[config.mk]
export PLATFORM = sky130hd
export DESIGN_NAME = join_copy_and_compact
export DESIGN_NICKNAME = d
export VERILOG_FILES = /design/src/design/jcc_pkg.sv /design/src/design/join_copy_and_compact.sv /design/src/design/jcc_ram.sv /design/src/design/jcc_csr.sv /design/src/design/jcc_ctrl.sv
export VERILOG_INCLUDE_DIRS = /design/src /design/src/design
export SDC_FILE = /design/constraint.sdc
export NUM_CORES = 2
export LEC_CHECK = 0
export BUFFER_PORTS_ARGS = -buffer_cell sky130_fd_sc_hd__buf_2
export CAP_MARGIN = 40
export CORE_MARGIN = 1
export CORE_UTILIZATION = 45
export DETAILED_ROUTE_END_ITERATION = 12
export PLACE_DENSITY_LB_ADDON = 0.1
export RECOVER_POWER = 50
export SKIP_LAST_GASP = 1
export SYNTH_ARGS = -nofsm -noshare
export SYNTH_HDL_FRONTEND = slang
export SYNTH_SLANG_ARGS = --single-unit
[constraint.sdc]
create_clock -name clock -period 11.6 [get_ports clock]
set_input_delay 0 -clock clock [delete_from_list [all_inputs] [get_ports clock]]
set_output_delay 0 -clock clock [all_outputs]
set_load 0.005 [all_outputs]
[src/design/assert_macros.svh]
// Assertion macros shared by the join copy-and-compact RTL.
// Define ASSERT_OFF to compile all checks away; no other dependencies.
`ifndef ASSERT_MACROS_SVH
`define ASSERT_MACROS_SVH

`ifndef ASSERT_OFF
`define ASSERT_ALWAYS(label, clk, rst, cond) \
   label: assert property (@(posedge clk) disable iff (rst) (cond)) \
      else $error("assertion failed");
`define ASSERT_IMPLY(label, clk, rst, ante, cons) \
   label: assert property (@(posedge clk) disable iff (rst) (ante) |-> (cons)) \
      else $error("assertion failed");
`define ASSERT_NEXT(label, clk, rst, ante, cons) \
   label: assert property (@(posedge clk) disable iff (rst) (ante) |=> (cons)) \
      else $error("assertion failed");
`else
`define ASSERT_ALWAYS(label, clk, rst, cond)
`define ASSERT_IMPLY(label, clk, rst, ante, cons)
`define ASSERT_NEXT(label, clk, rst, ante, cons)
`endif

`endif

[src/design/jcc_pkg.sv]
// Shared types and constants for the join copy-and-compact block.
// No dependencies; used by every module of the block except jcc_ram.
package jcc_pkg;

   localparam int MAX_COLUMNS_DEF = 16;
   localparam int VALUE_W         = 32;

   localparam logic [VALUE_W-1:0] ID_LEFT  = 32'd1;
   localparam logic [VALUE_W-1:0] ID_RIGHT = 32'd2;

   localparam int CSR_IDX_W  = 2;
   localparam int CSR_DATA_W = 32;
   localparam logic [CSR_IDX_W-1:0] CSR_COPY_FIRST  = 2'd0;
   localparam logic [CSR_IDX_W-1:0] CSR_COPY_END    = 2'd1;
   localparam logic [CSR_IDX_W-1:0] CSR_ROW_COLUMNS = 2'd2;

   localparam int FIRST_W = 4;
   localparam int END_W   = 5;
   localparam int COLS_W  = 5;
   localparam logic [COLS_W-1:0] ROW_COLUMNS_RST = 5'd16;

   typedef struct packed {
      logic [FIRST_W-1:0] copy_first;
      logic [END_W-1:0]   copy_end;
      logic [COLS_W-1:0]  row_columns;
   } cfg_type;

   typedef struct packed {
      logic               load;
      logic [VALUE_W-1:0] value;
      logic               last;
   } emit_type;

endpackage

[src/design/join_copy_and_compact.sv]
// Top level of the join copy-and-compact block: config registers, row
// sequencer and result register. Depends on jcc_pkg, jcc_csr, jcc_ctrl.
//
// channel  dir  handshake              payload
// req      in   req_valid/req_ready    req_value
// rsp      out  rsp_valid/rsp_ready    rsp_value_res, rsp_last_of_row
// csr      in   csr_valid/csr_ready    csr_index, csr_wdata
//
// Non-final columns are buffered as they arrive. The final column runs the id,
// key, sweep and tag states, sweeping up to max(columns seen, row width) columns
// through the shared select unit and both row buffers, stalling on a full result.
// Synchronous active-high reset clears control state; the row buffers are not
// cleared. Configuration writes are always taken (csr_ready is tied high).
module join_copy_and_compact #(
   parameter int MAX_COLUMNS = jcc_pkg::MAX_COLUMNS_DEF
) (
   input  logic                             clock,
   input  logic                             reset,
   input  logic                             req_valid,
   output logic                             req_ready,
   input  logic [jcc_pkg::VALUE_W-1:0]      req_value,
   output logic                             rsp_valid,
   input  logic                             rsp_ready,
   output logic [jcc_pkg::VALUE_W-1:0]      rsp_value_res,
   output logic                             rsp_last_of_row,
   input  logic                             csr_valid,
   output logic                             csr_ready,
   input  logic [jcc_pkg::CSR_IDX_W-1:0]    csr_index,
   input  logic [jcc_pkg::CSR_DATA_W-1:0]   csr_wdata
);

   jcc_pkg::cfg_type  cfg;
   jcc_pkg::emit_type emit;
   logic                          slot_free;
   logic                          rsp_valid_ff, rsp_valid_in;
   logic [jcc_pkg::VALUE_W-1:0]   rsp_value_ff, rsp_value_in;
   logic                          rsp_last_ff, rsp_last_in;

   assign csr_ready = 1'b1;

   jcc_csr u_csr (
      .clock     (clock),
      .reset     (reset),
      .csr_valid (csr_valid),
      .csr_index (csr_index),
      .csr_wdata (csr_wdata),
      .cfg       (cfg)
   );

   jcc_ctrl #(.MAX_COLUMNS(MAX_COLUMNS)) u_ctrl (
      .clock     (clock),
      .reset     (reset),
      .cfg       (cfg),
      .req_valid (req_valid),
      .req_ready (req_ready),
      .req_value (req_value),
      .slot_free (slot_free),
      .emit      (emit)
   );

   // result register: refilled in the cycle the held transaction leaves
   assign slot_free = !rsp_valid_ff || rsp_ready;

   always_comb begin
      rsp_valid_in = rsp_valid_ff;
      rsp_value_in = rsp_value_ff;
      rsp_last_in  = rsp_last_ff;
      if (emit.load) begin
         rsp_valid_in = 1'b1;
         rsp_value_in = emit.value;
         rsp_last_in  = emit.last;
      end else if (rsp_ready) begin
         rsp_valid_in = 1'b0;
      end
   end

   always_ff @(posedge clock) begin
      if (reset) begin
         rsp_valid_ff <= 1'b0;
      end else begin
         rsp_valid_ff <= rsp_valid_in;
      end
   end

   always_ff @(posedge clock) begin
      rsp_value_ff <= rsp_value_in;
      rsp_last_ff  <= rsp_last_in;
   end

   assign rsp_valid       = rsp_valid_ff;
   assign rsp_value_res   = rsp_value_ff;
   assign rsp_last_of_row = rsp_last_ff;

endmodule

[src/design/jcc_ram.sv]
// Generic simple dual-port RAM: one write port, one read port, registered read.
// No dependencies.
module jcc_ram #(
   parameter int WIDTH = 32,
   parameter int DEPTH = 16
) (
   input  logic                     clock,
   input  logic                     we,
   input  logic [$clog2(DEPTH)-1:0] waddr,
   input  logic [WIDTH-1:0]         wdata,
   input  logic                     re,
   input  logic [$clog2(DEPTH)-1:0] raddr,
   output logic [WIDTH-1:0]         rdata
);

   logic [WIDTH-1:0] mem_ff [DEPTH];
   logic [WIDTH-1:0] rdata_ff;

   always_ff @(posedge clock) begin
      if (we) begin
         mem_ff[waddr] <= wdata;
      end
      if (re) begin
         rdata_ff <= mem_ff[raddr];
      end
   end

   assign rdata = rdata_ff;

endmodule

[src/design/jcc_csr.sv]
// Configuration registers of the join copy-and-compact block.
// Depends on jcc_pkg.
module jcc_csr (
   input  logic                             clock,
   input  logic                             reset,
   input  logic                             csr_valid,
   input  logic [jcc_pkg::CSR_IDX_W-1:0]    csr_index,
   input  logic [jcc_pkg::CSR_DATA_W-1:0]   csr_wdata,
   output jcc_pkg::cfg_type                 cfg
);

   jcc_pkg::cfg_type cfg_ff, cfg_in;

   always_comb begin
      cfg_in = cfg_ff;
      if (csr_valid) begin
         unique case (csr_index)
            jcc_pkg::CSR_COPY_FIRST:  cfg_in.copy_first  = csr_wdata[jcc_pkg::FIRST_W-1:0];
            jcc_pkg::CSR_COPY_END:    cfg_in.copy_end    = csr_wdata[jcc_pkg::END_W-1:0];
            jcc_pkg::CSR_ROW_COLUMNS: cfg_in.row_columns = csr_wdata[jcc_pkg::COLS_W-1:0];
            default:                  cfg_in = cfg_ff;
         endcase
      end
   end

   always_ff @(posedge clock) begin
      if (reset) begin
         cfg_ff.copy_first  <= '0;
         cfg_ff.copy_end    <= '0;
         cfg_ff.row_columns <= jcc_pkg::ROW_COLUMNS_RST;
      end else begin
         cfg_ff <= cfg_in;
      end
   end

   assign cfg = cfg_ff;

endmodule

[src/design/jcc_ctrl.sv]
// Row sequencer: buffers a row, resolves tag and copy, then sweeps the columns
// through one shared range/select unit. Depends on jcc_pkg, jcc_ram, assert_macros.svh.
`include "assert_macros.svh"
module jcc_ctrl #(
   parameter int MAX_COLUMNS = jcc_pkg::MAX_COLUMNS_DEF
) (
   input  logic                          clock,
   input  logic                          reset,
   input  jcc_pkg::cfg_type              cfg,
   input  logic                          req_valid,
   output logic                          req_ready,
   input  logic [jcc_pkg::VALUE_W-1:0]   req_value,
   input  logic                          slot_free,
   output jcc_pkg::emit_type             emit
);

   localparam int CIW = $clog2(MAX_COLUMNS);
   localparam int NW  = $clog2(MAX_COLUMNS + 1);
   localparam int CW  = (NW + 1 > 6) ? NW + 1 : 6;
   localparam int VW  = jcc_pkg::VALUE_W;

   localparam logic [2:0] S_COLLECT = 3'd0;
   localparam logic [2:0] S_ID      = 3'd1;
   localparam logic [2:0] S_KEY     = 3'd2;
   localparam logic [2:0] S_SWEEP   = 3'd3;
   localparam logic [2:0] S_TAG     = 3'd4;

   logic [2:0]               state_ff, state_in;
   logic [CIW-1:0]           cc_ff, cc_in;
   logic [NW-1:0]            n_ff, n_in;
   logic [NW-1:0]            hi_ff, hi_in;
   logic [CIW-1:0]           j_ff, j_in;
   logic [VW-1:0]            key_ff, key_in;
   logic [jcc_pkg::FIRST_W-1:0] first_ff, first_in;
   logic [jcc_pkg::END_W-1:0]   end_ff, end_in;
   logic                     tag_ff, tag_in;
   logic                     docopy_ff, docopy_in;
   logic                     emit_ff, emit_in;
   logic [VW-1:0]            prev_key_ff, prev_key_in;
   logic                     prev_tag_ff, prev_tag_in;
   logic                     have_prev_ff, have_prev_in;
   logic [MAX_COLUMNS-1:0]   wr_ff, wr_in;

   // RAM ports
   logic                     w_we, rd_en, p_we;
   logic [CIW-1:0]           w_waddr, rd_addr;
   logic [VW-1:0]            w_rdata, p_rdata, p_wdata;

   // shared range/select unit
   logic [CIW-1:0]           idx_sel;
   logic [CW-1:0]            idx_w;
   logic                     in_range, cp_en, in_copy;

   logic [CW-1:0]            rc_w, n_w;
   logic [NW-1:0]            n_now, nm1_now, nm2_now, cc_n;
   logic                     accept, row_end;
   logic                     tag_now, docopy_now;
   logic [VW-1:0]            id_final, sweep_val;
   logic                     need_emit, sweep_adv, sweep_last, tag_done;
   logic [CW-1:0]            j_next_w;

   jcc_ram #(.WIDTH(VW), .DEPTH(MAX_COLUMNS)) u_cur_ram (
      .clock (clock),
      .we    (w_we),
      .waddr (w_waddr),
      .wdata (req_value),
      .re    (rd_en),
      .raddr (rd_addr),
      .rdata (w_rdata)
   );

   jcc_ram #(.WIDTH(VW), .DEPTH(MAX_COLUMNS)) u_prev_ram (
      .clock (clock),
      .we    (p_we),
      .waddr (j_ff),
      .wdata (p_wdata),
      .re    (rd_en),
      .raddr (rd_addr),
      .rdata (p_rdata)
   );

   // row width, clamped to [3, MAX_COLUMNS]
   always_comb begin
      rc_w = CW'(cfg.row_columns);
      if (rc_w < CW'(3)) begin
         n_w = CW'(3);
      end else if (rc_w > CW'(MAX_COLUMNS)) begin
         n_w = CW'(MAX_COLUMNS);
      end else begin
         n_w = rc_w;
      end
   end

   assign n_now   = n_w[NW-1:0];
   assign nm1_now = n_now - NW'(1);
   assign nm2_now = n_now - NW'(2);
   assign cc_n    = NW'(cc_ff);

   assign req_ready = (state_ff == S_COLLECT);
   assign accept    = req_valid && req_ready;
   assign row_end   = accept && !((CW'(cc_ff) + CW'(1)) < n_w);

   // shared unit: is column idx_sel inside the copy window of this row
   always_comb begin
      unique case (state_ff)
         S_ID:    idx_sel = CIW'(n_ff - NW'(2));
         S_KEY:   idx_sel = CIW'(n_ff - NW'(1));
         default: idx_sel = j_ff;
      endcase
   end

   assign idx_w    = CW'(idx_sel);
   assign in_range = (idx_w >= CW'(first_ff)) && (idx_w < CW'(end_ff)) &&
                     (idx_w < CW'(n_ff));
   assign cp_en    = (state_ff == S_ID) ? docopy_now : docopy_ff;
   assign in_copy  = cp_en && in_range;

   assign tag_now    = (w_rdata == jcc_pkg::ID_RIGHT) ||
                       (have_prev_ff && (key_ff == prev_key_ff) && prev_tag_ff);
   assign docopy_now = have_prev_ff && (w_rdata == jcc_pkg::ID_LEFT) && tag_now;
   assign id_final   = in_copy ? p_rdata : w_rdata;

   assign sweep_val  = (in_copy || !wr_ff[j_ff]) ? p_rdata : w_rdata;
   assign need_emit  = emit_ff && ((CW'(j_ff) + CW'(2)) < CW'(n_ff));
   assign sweep_adv  = (state_ff == S_SWEEP) && (!need_emit || slot_free);
   assign j_next_w   = CW'(j_ff) + CW'(1);
   assign sweep_last = (j_next_w == CW'(hi_ff));
   assign tag_done   = (state_ff == S_TAG) && (!emit_ff || slot_free);

   always_comb begin
      state_in     = state_ff;
      cc_in        = cc_ff;
      n_in         = n_ff;
      hi_in        = hi_ff;
      j_in         = j_ff;
      key_in       = key_ff;
      first_in     = first_ff;
      end_in       = end_ff;
      tag_in       = tag_ff;
      docopy_in    = docopy_ff;
      emit_in      = emit_ff;
      prev_key_in  = prev_key_ff;
      prev_tag_in  = prev_tag_ff;
      have_prev_in = have_prev_ff;
      wr_in        = wr_ff;
      w_we         = 1'b0;
      w_waddr      = cc_ff;
      rd_en        = 1'b0;
      rd_addr      = '0;
      p_we         = 1'b0;
      p_wdata      = sweep_val;
      emit.load    = 1'b0;
      emit.value   = sweep_val;
      emit.last    = 1'b0;

      unique case (state_ff)
         S_COLLECT: begin
            if (accept) begin
               w_we = 1'b1;
               if (row_end) begin
                  w_waddr  = nm1_now[CIW-1:0];
                  key_in   = req_value;
                  n_in     = n_now;
                  hi_in    = (cc_n > n_now) ? cc_n : n_now;
                  first_in = cfg.copy_first;
                  end_in   = cfg.copy_end;
                  rd_en    = 1'b1;
                  rd_addr  = nm2_now[CIW-1:0];
                  state_in = S_ID;
               end else begin
                  cc_in = cc_ff + CIW'(1);
               end
               wr_in[w_waddr] = 1'b1;
            end
         end
         S_ID: begin
            tag_in    = tag_now;
            docopy_in = docopy_now;
            emit_in   = (id_final == jcc_pkg::ID_LEFT);
            rd_en     = 1'b1;
            rd_addr   = CIW'(n_ff - NW'(1));
            state_in  = S_KEY;
         end
         S_KEY: begin
            prev_key_in  = in_copy ? p_rdata : key_ff;
            prev_tag_in  = tag_ff;
            have_prev_in = 1'b1;
            j_in         = '0;
            rd_en        = 1'b1;
            rd_addr      = '0;
            state_in     = S_SWEEP;
         end
         S_SWEEP: begin
            if (sweep_adv) begin
               p_we      = 1'b1;
               emit.load = need_emit;
               if (sweep_last) begin
                  state_in = S_TAG;
               end else begin
                  j_in    = j_ff + CIW'(1);
                  rd_en   = 1'b1;
                  rd_addr = j_ff + CIW'(1);
               end
            end
         end
         S_TAG: begin
            emit.value = VW'(tag_ff);
            emit.last  = 1'b1;
            if (tag_done) begin
               emit.load = emit_ff;
               wr_in     = '0;
               cc_in     = '0;
               state_in  = S_COLLECT;
            end
         end
         default: state_in = S_COLLECT;
      endcase
   end

   always_ff @(posedge clock) begin
      if (reset) begin
         state_ff     <= S_COLLECT;
         cc_ff        <= '0;
         wr_ff        <= '0;
         prev_key_ff  <= '0;
         prev_tag_ff  <= 1'b0;
         have_prev_ff <= 1'b0;
         emit_ff      <= 1'b0;
      end else begin
         state_ff     <= state_in;
         cc_ff        <= cc_in;
         wr_ff        <= wr_in;
         prev_key_ff  <= prev_key_in;
         prev_tag_ff  <= prev_tag_in;
         have_prev_ff <= have_prev_in;
         emit_ff      <= emit_in;
      end
   end

   always_ff @(posedge clock) begin
      n_ff      <= n_in;
      hi_ff     <= hi_in;
      j_ff      <= j_in;
      key_ff    <= key_in;
      first_ff  <= first_in;
      end_ff    <= end_in;
      tag_ff    <= tag_in;
      docopy_ff <= docopy_in;
   end

   `ASSERT_IMPLY(a_load_needs_slot, clock, reset, emit.load, slot_free)
   `ASSERT_IMPLY(a_last_only_tag, clock, reset, emit.load && emit.last, state_ff == S_TAG)
   `ASSERT_NEXT(a_row_end_to_id, clock, reset, row_end, state_ff == S_ID && !req_ready)
   `ASSERT_NEXT(a_tag_clears_row, clock, reset, tag_done, wr_ff == '0 && cc_ff == '0)
   `ASSERT_IMPLY(a_sweep_in_bounds, clock, reset, state_ff == S_SWEEP, CW'(j_ff) < CW'(hi_ff))

endmodule
==> impl_metrics.ini <==
[global_route]
first_global_vias = 28960
first_pass_grt_wire_length_mm = 197.9
globalRouteTotalUtil = 0.2468
gr-total-overflow = 0
grt_antenna_before_repair = 5
largest_net_degree_at_the_start_of_global_routing = 167

[clocking]
worstSkewPairLatency_ps = 750
total_clock_buffers_created_by_cts = 133
cts_tree = yes
cts.sinks = 1251
clockBufferDepth = 3
htree_levels = 4
cts_resized = 0
worst_setup_hold_path_clk_slew_ps = 60
cts_root_buffer = sky130_fd_sc_hd__clkbuf_16

[worst_setup_path]
critical_path.n_buffers_inverters = 2
worst_setup_path_end_kind = flop
worst_setup_path_endpoint = u_ctrl.u_prev_ram.rdata[18]$_DFFE_PP_
crit_type = flop to flop
rr_startpoint = u_ctrl.j_ff[0]$_SDFFCE_PN0P_
crit_chain = inv_1 > ha_1 > xnor2_1 > o221ai_1 > a21o_1 > o211ai_1 > nand3_1 > buf_4
arrival_ps = 6950
cp.depth = 8
worstRegToRegCells = 8
worstReg2RegEnd = u_ctrl.u_prev_ram.rdata[18]$_DFFE_PP_
crit_family = simple AND/OR/NAND/NOR gates
path_max_fanout = 37
slowest_stage = sky130_fd_sc_hd__nand3_1
critical_path.max_stage_delay_ps = 2030
worst_setup_path_startpoint = u_ctrl.j_ff[0]$_SDFFCE_PN0P_
timing.critical_path.from_type = flop
cp.required_ps = 11980
rrSetupSlack_ps = 5030

[timing]
maxSlewViolCount = 603
timing_hold_violations_final = 0
final.setup.tns_ps = 0
timing.clock.skew_ps = 39.16
period_needed_ps = 6571
timing.hold.ws_ps = 113.7
timing_worst_slew_pin_value_ps = 3328
final-setup-viol-count = 0
unrepaired_setup_endpoints_after_global_routing = false
slew-limit-headroom = -1.219
clock.fmax_ghz = 0.1522
period_share = 0.5665

[flow_run]
cap_viol_max_count = 19

[synth]
yosys_top_cell_by_area = sky130_fd_sc_hd__edfxtp_1
post_synth_num_cell_types = 66
synthesis.instances = 3190
ys_seq_elements = 1251
synthArstFlopShare = 0
synth_top_cell_area_share = 0.7131
avgSynthCellArea_sq_um = 15.54
synth_sequential_area_ratio = 0.7430
synth_fp_nets = 3296
synth_top_cells_by_area = sky130_fd_sc_hd__edfxtp_1, sky130_fd_sc_hd__mux2i_1, sky130_fd_sc_hd__nand2_1
synth_flop_cell = sky130_fd_sc_hd__edfxtp_1
synth.yosys.warnings = 0
synth-edff-count = 1177
total_standard_cell_area_after_synthesis_sq_um = 49570

[pwr]
intPower_uw = 9180
share_seq_of_total_power = 0.455
cellPowerDensity_nw_per_um2 = 238.0
power_switching_share = 0.3176
ir_drop_uv = 128.7
power.switching_uw = 4272
combinationalPowerShare = 0.241
p_total_uw = 13450
static_leakage_power_uw = 0.02010
proportion_of_power_drawn_by_the_clock_network = 0.303

[floorplan]
die_width_microns = 333.9
rows = 121
floorplan.core_area_sq_um = 109000
floorplan.io_pins = 107
floorplan.initialDensity = 0.4547
floorplan.die.height_microns = 333.9
floorplan.die_area_sq_um = 111500

[hold_path]
holdCritPathClass = input port to flop

[drt]
drt-pass1-iter-count = 5
wl_per_cell_microns = 28.45
detail_route.vias_per_cell = 5.973
drt-initial-drc-count = 2851
detail_route.drc_violations = 0
routed_wl_mm = 138.2
post_drt_antenna_nets = 0
vias = 29020

[final_layout]
mostFrequentLayoutCell = sky130_fd_sc_hd__edfxtp_1
final_net_count = 3444
most-common-layout-cells = sky130_fd_sc_hd__edfxtp_1, sky130_fd_sc_hd__nand2_1, sky130_fd_sc_hd__mux2i_1
drive_above_1_share = 0.09585
synthToLayoutAreaGrowth_pct = 14.05

[placement]
numPortBuffers = 78
gpl.final_weighted_congestion = 0.8482
detailed_place_hpwl_mm = 75.16

[outcome]
violations = capacitance limit, slew limit
status = finished with violations
-- Yosys cell counts (all sizes together) (2+ instances only) --
| cell type | count |
|---|---|
| o211ai | 3 |
| ha | 35 |
| a31o | 2 |
| inv | 24 |
| o211a | 2 |
| a211oi | 2 |
| a21oi | 133 |
| a32oi | 129 |
| mux4 | 4 |
| mux2i | 333 |
| or3b | 4 |
| a21o | 11 |
| xnor2 | 37 |
| or2 | 4 |
| clkbuf | 102 |
| a22o | 64 |
| dfxtp | 74 |
| o21a | 5 |
| nor2 | 109 |
| nor3 | 70 |
| clkinv | 2 |
| edfxtp | 1177 |
| o21ai | 52 |
| and3 | 4 |
| nor2b | 11 |
| nand2b | 7 |
| nand4 | 10 |
| buf | 98 |
| a22oi | 3 |
| a31oi | 3 |
| nand2 | 397 |
| o221ai | 5 |
| mux2 | 4 |
| nor4 | 49 |
| nor3b | 5 |
| o21ba | 2 |
| and2 | 20 |
| nand3b | 4 |
| a221oi | 128 |
| xor2 | 7 |
| nand3 | 40 |
-- sequential cells by signal, summed over array words and instances (netlist names) --
| signal | count |
|---|---|
| u_ctrl.prev_tag_ff | 1 |
| u_ctrl.end_ff | 5 |
| u_ctrl.j_ff | 4 |
| u_ctrl.prev_key_ff | 32 |
| u_ctrl.wr_ff | 16 |
| rsp_valid | 1 |
| u_ctrl.u_prev_ram.rdata | 32 |
| u_ctrl.cc_ff | 4 |
| u_ctrl.have_prev_ff | 1 |
| u_ctrl.tag_ff | 1 |
| u_ctrl.u_cur_ram.mem_ff | 512 |
| u_ctrl.n_ff | 5 |
| u_ctrl.u_prev_ram.mem_ff | 512 |
| rsp_last_of_row | 1 |
| u_ctrl.first_ff | 4 |
| rsp_value_res | 32 |
| u_csr.cfg | 14 |
| u_ctrl.emit_ff | 1 |
| u_ctrl.docopy_ff | 1 |
| u_ctrl.u_cur_ram.rdata | 32 |
| u_ctrl.key_ff | 32 |
| u_ctrl.hi_ff | 5 |
| u_ctrl.state_ff | 3 |
-- area by class of cell --
cell class	instances	area (sq um)
fillers	8893	52480
flip-flops and latches	1251	36830
multi-input cells	1713	11960
clock buffers	176	3626
well taps	1414	1769
repair buffers	213	1677
clock inverters	64	566.8
inverters	26	97.59
diodes	1	2.502
-- logic make-up (layout without fill, tap and decap cells) --
family          count (synthesis)  after routing  share of synthesized area
xor+xnor                       44             44                   0.007775
flops                        1251           1251                     0.7430
other cells                     1              2                 0.00007566
buf+inv                       226            479                    0.02027
mux                           341            341                    0.06997
fa+ha+maj                      35             35                   0.008835
simple gates                  738            738                    0.06546
compound gates                554            554                    0.08467
-- per-layer routing --
metal  GRT usage  share of wire
met1      0.3291           0.42
met2      0.4120           0.49
met3     0.03676          0.060
met4     0.08745          0.030
met5           0              0
-- worst min path at each step --
stage / from / to / depth (start not counted)
CTS: csr_wdata[1] / u_csr.cfg[6]$_SDFFE_PP0P_ / 4
global route: csr_wdata[1] / u_csr.cfg[6]$_SDFFE_PP0P_ / 4
detailed placement: csr_wdata[4] / u_csr.cfg[9]$_SDFFE_PP0P_ / 3
floorplan: req_value[0] / u_ctrl.key_ff[0]$_DFFE_PP_ / 0
finish: csr_wdata[3] / u_csr.cfg[3]$_SDFFE_PP0P_ / 4
global placement: csr_wdata[4] / u_csr.cfg[9]$_SDFFE_PP0P_ / 3
-- per-stage QoR --
step,utilization,std cells,setup WS [ps],area (sq um)
2_1_floorplan,-,3190,6099,49570
3_3_place_gp,0.4733,4549,6078,51590
3_5_place_dp,0.4769,4564,6478,51980
4_1_cts,0.5202,4857,6429,56710
5_1_grt,0.5186,4857,4877,56530
6_report,0.5186,4858,5029,56530
-- tightest hold or removal path, cell delays in order --
cell and delay (ps):
sky130_fd_sc_hd__dlygate4sd3_1 530, sky130_fd_sc_hd__buf_2 140, sky130_fd_sc_hd__mux2i_1 70, sky130_fd_sc_hd__nor2_1 80
-- power by group through the flow --
stage	clock, uW	combinational (uW)	sequential, uW
5_1_grt	4320	3480	6130
4_1_cts	4160	3240	6100
6_report	4080	3240	6130
3_3_place_gp	0	3050	6190
2_1_floorplan	0	2060	5980
3_5_place_dp	0	3210	6190
-- repair_timing --
action,4_1_cts,5_1_grt
hold buffers,53,0
endpoints found under the hold margin,573,0
setup buffers,0,0
(Power assumes the default switching activity.)
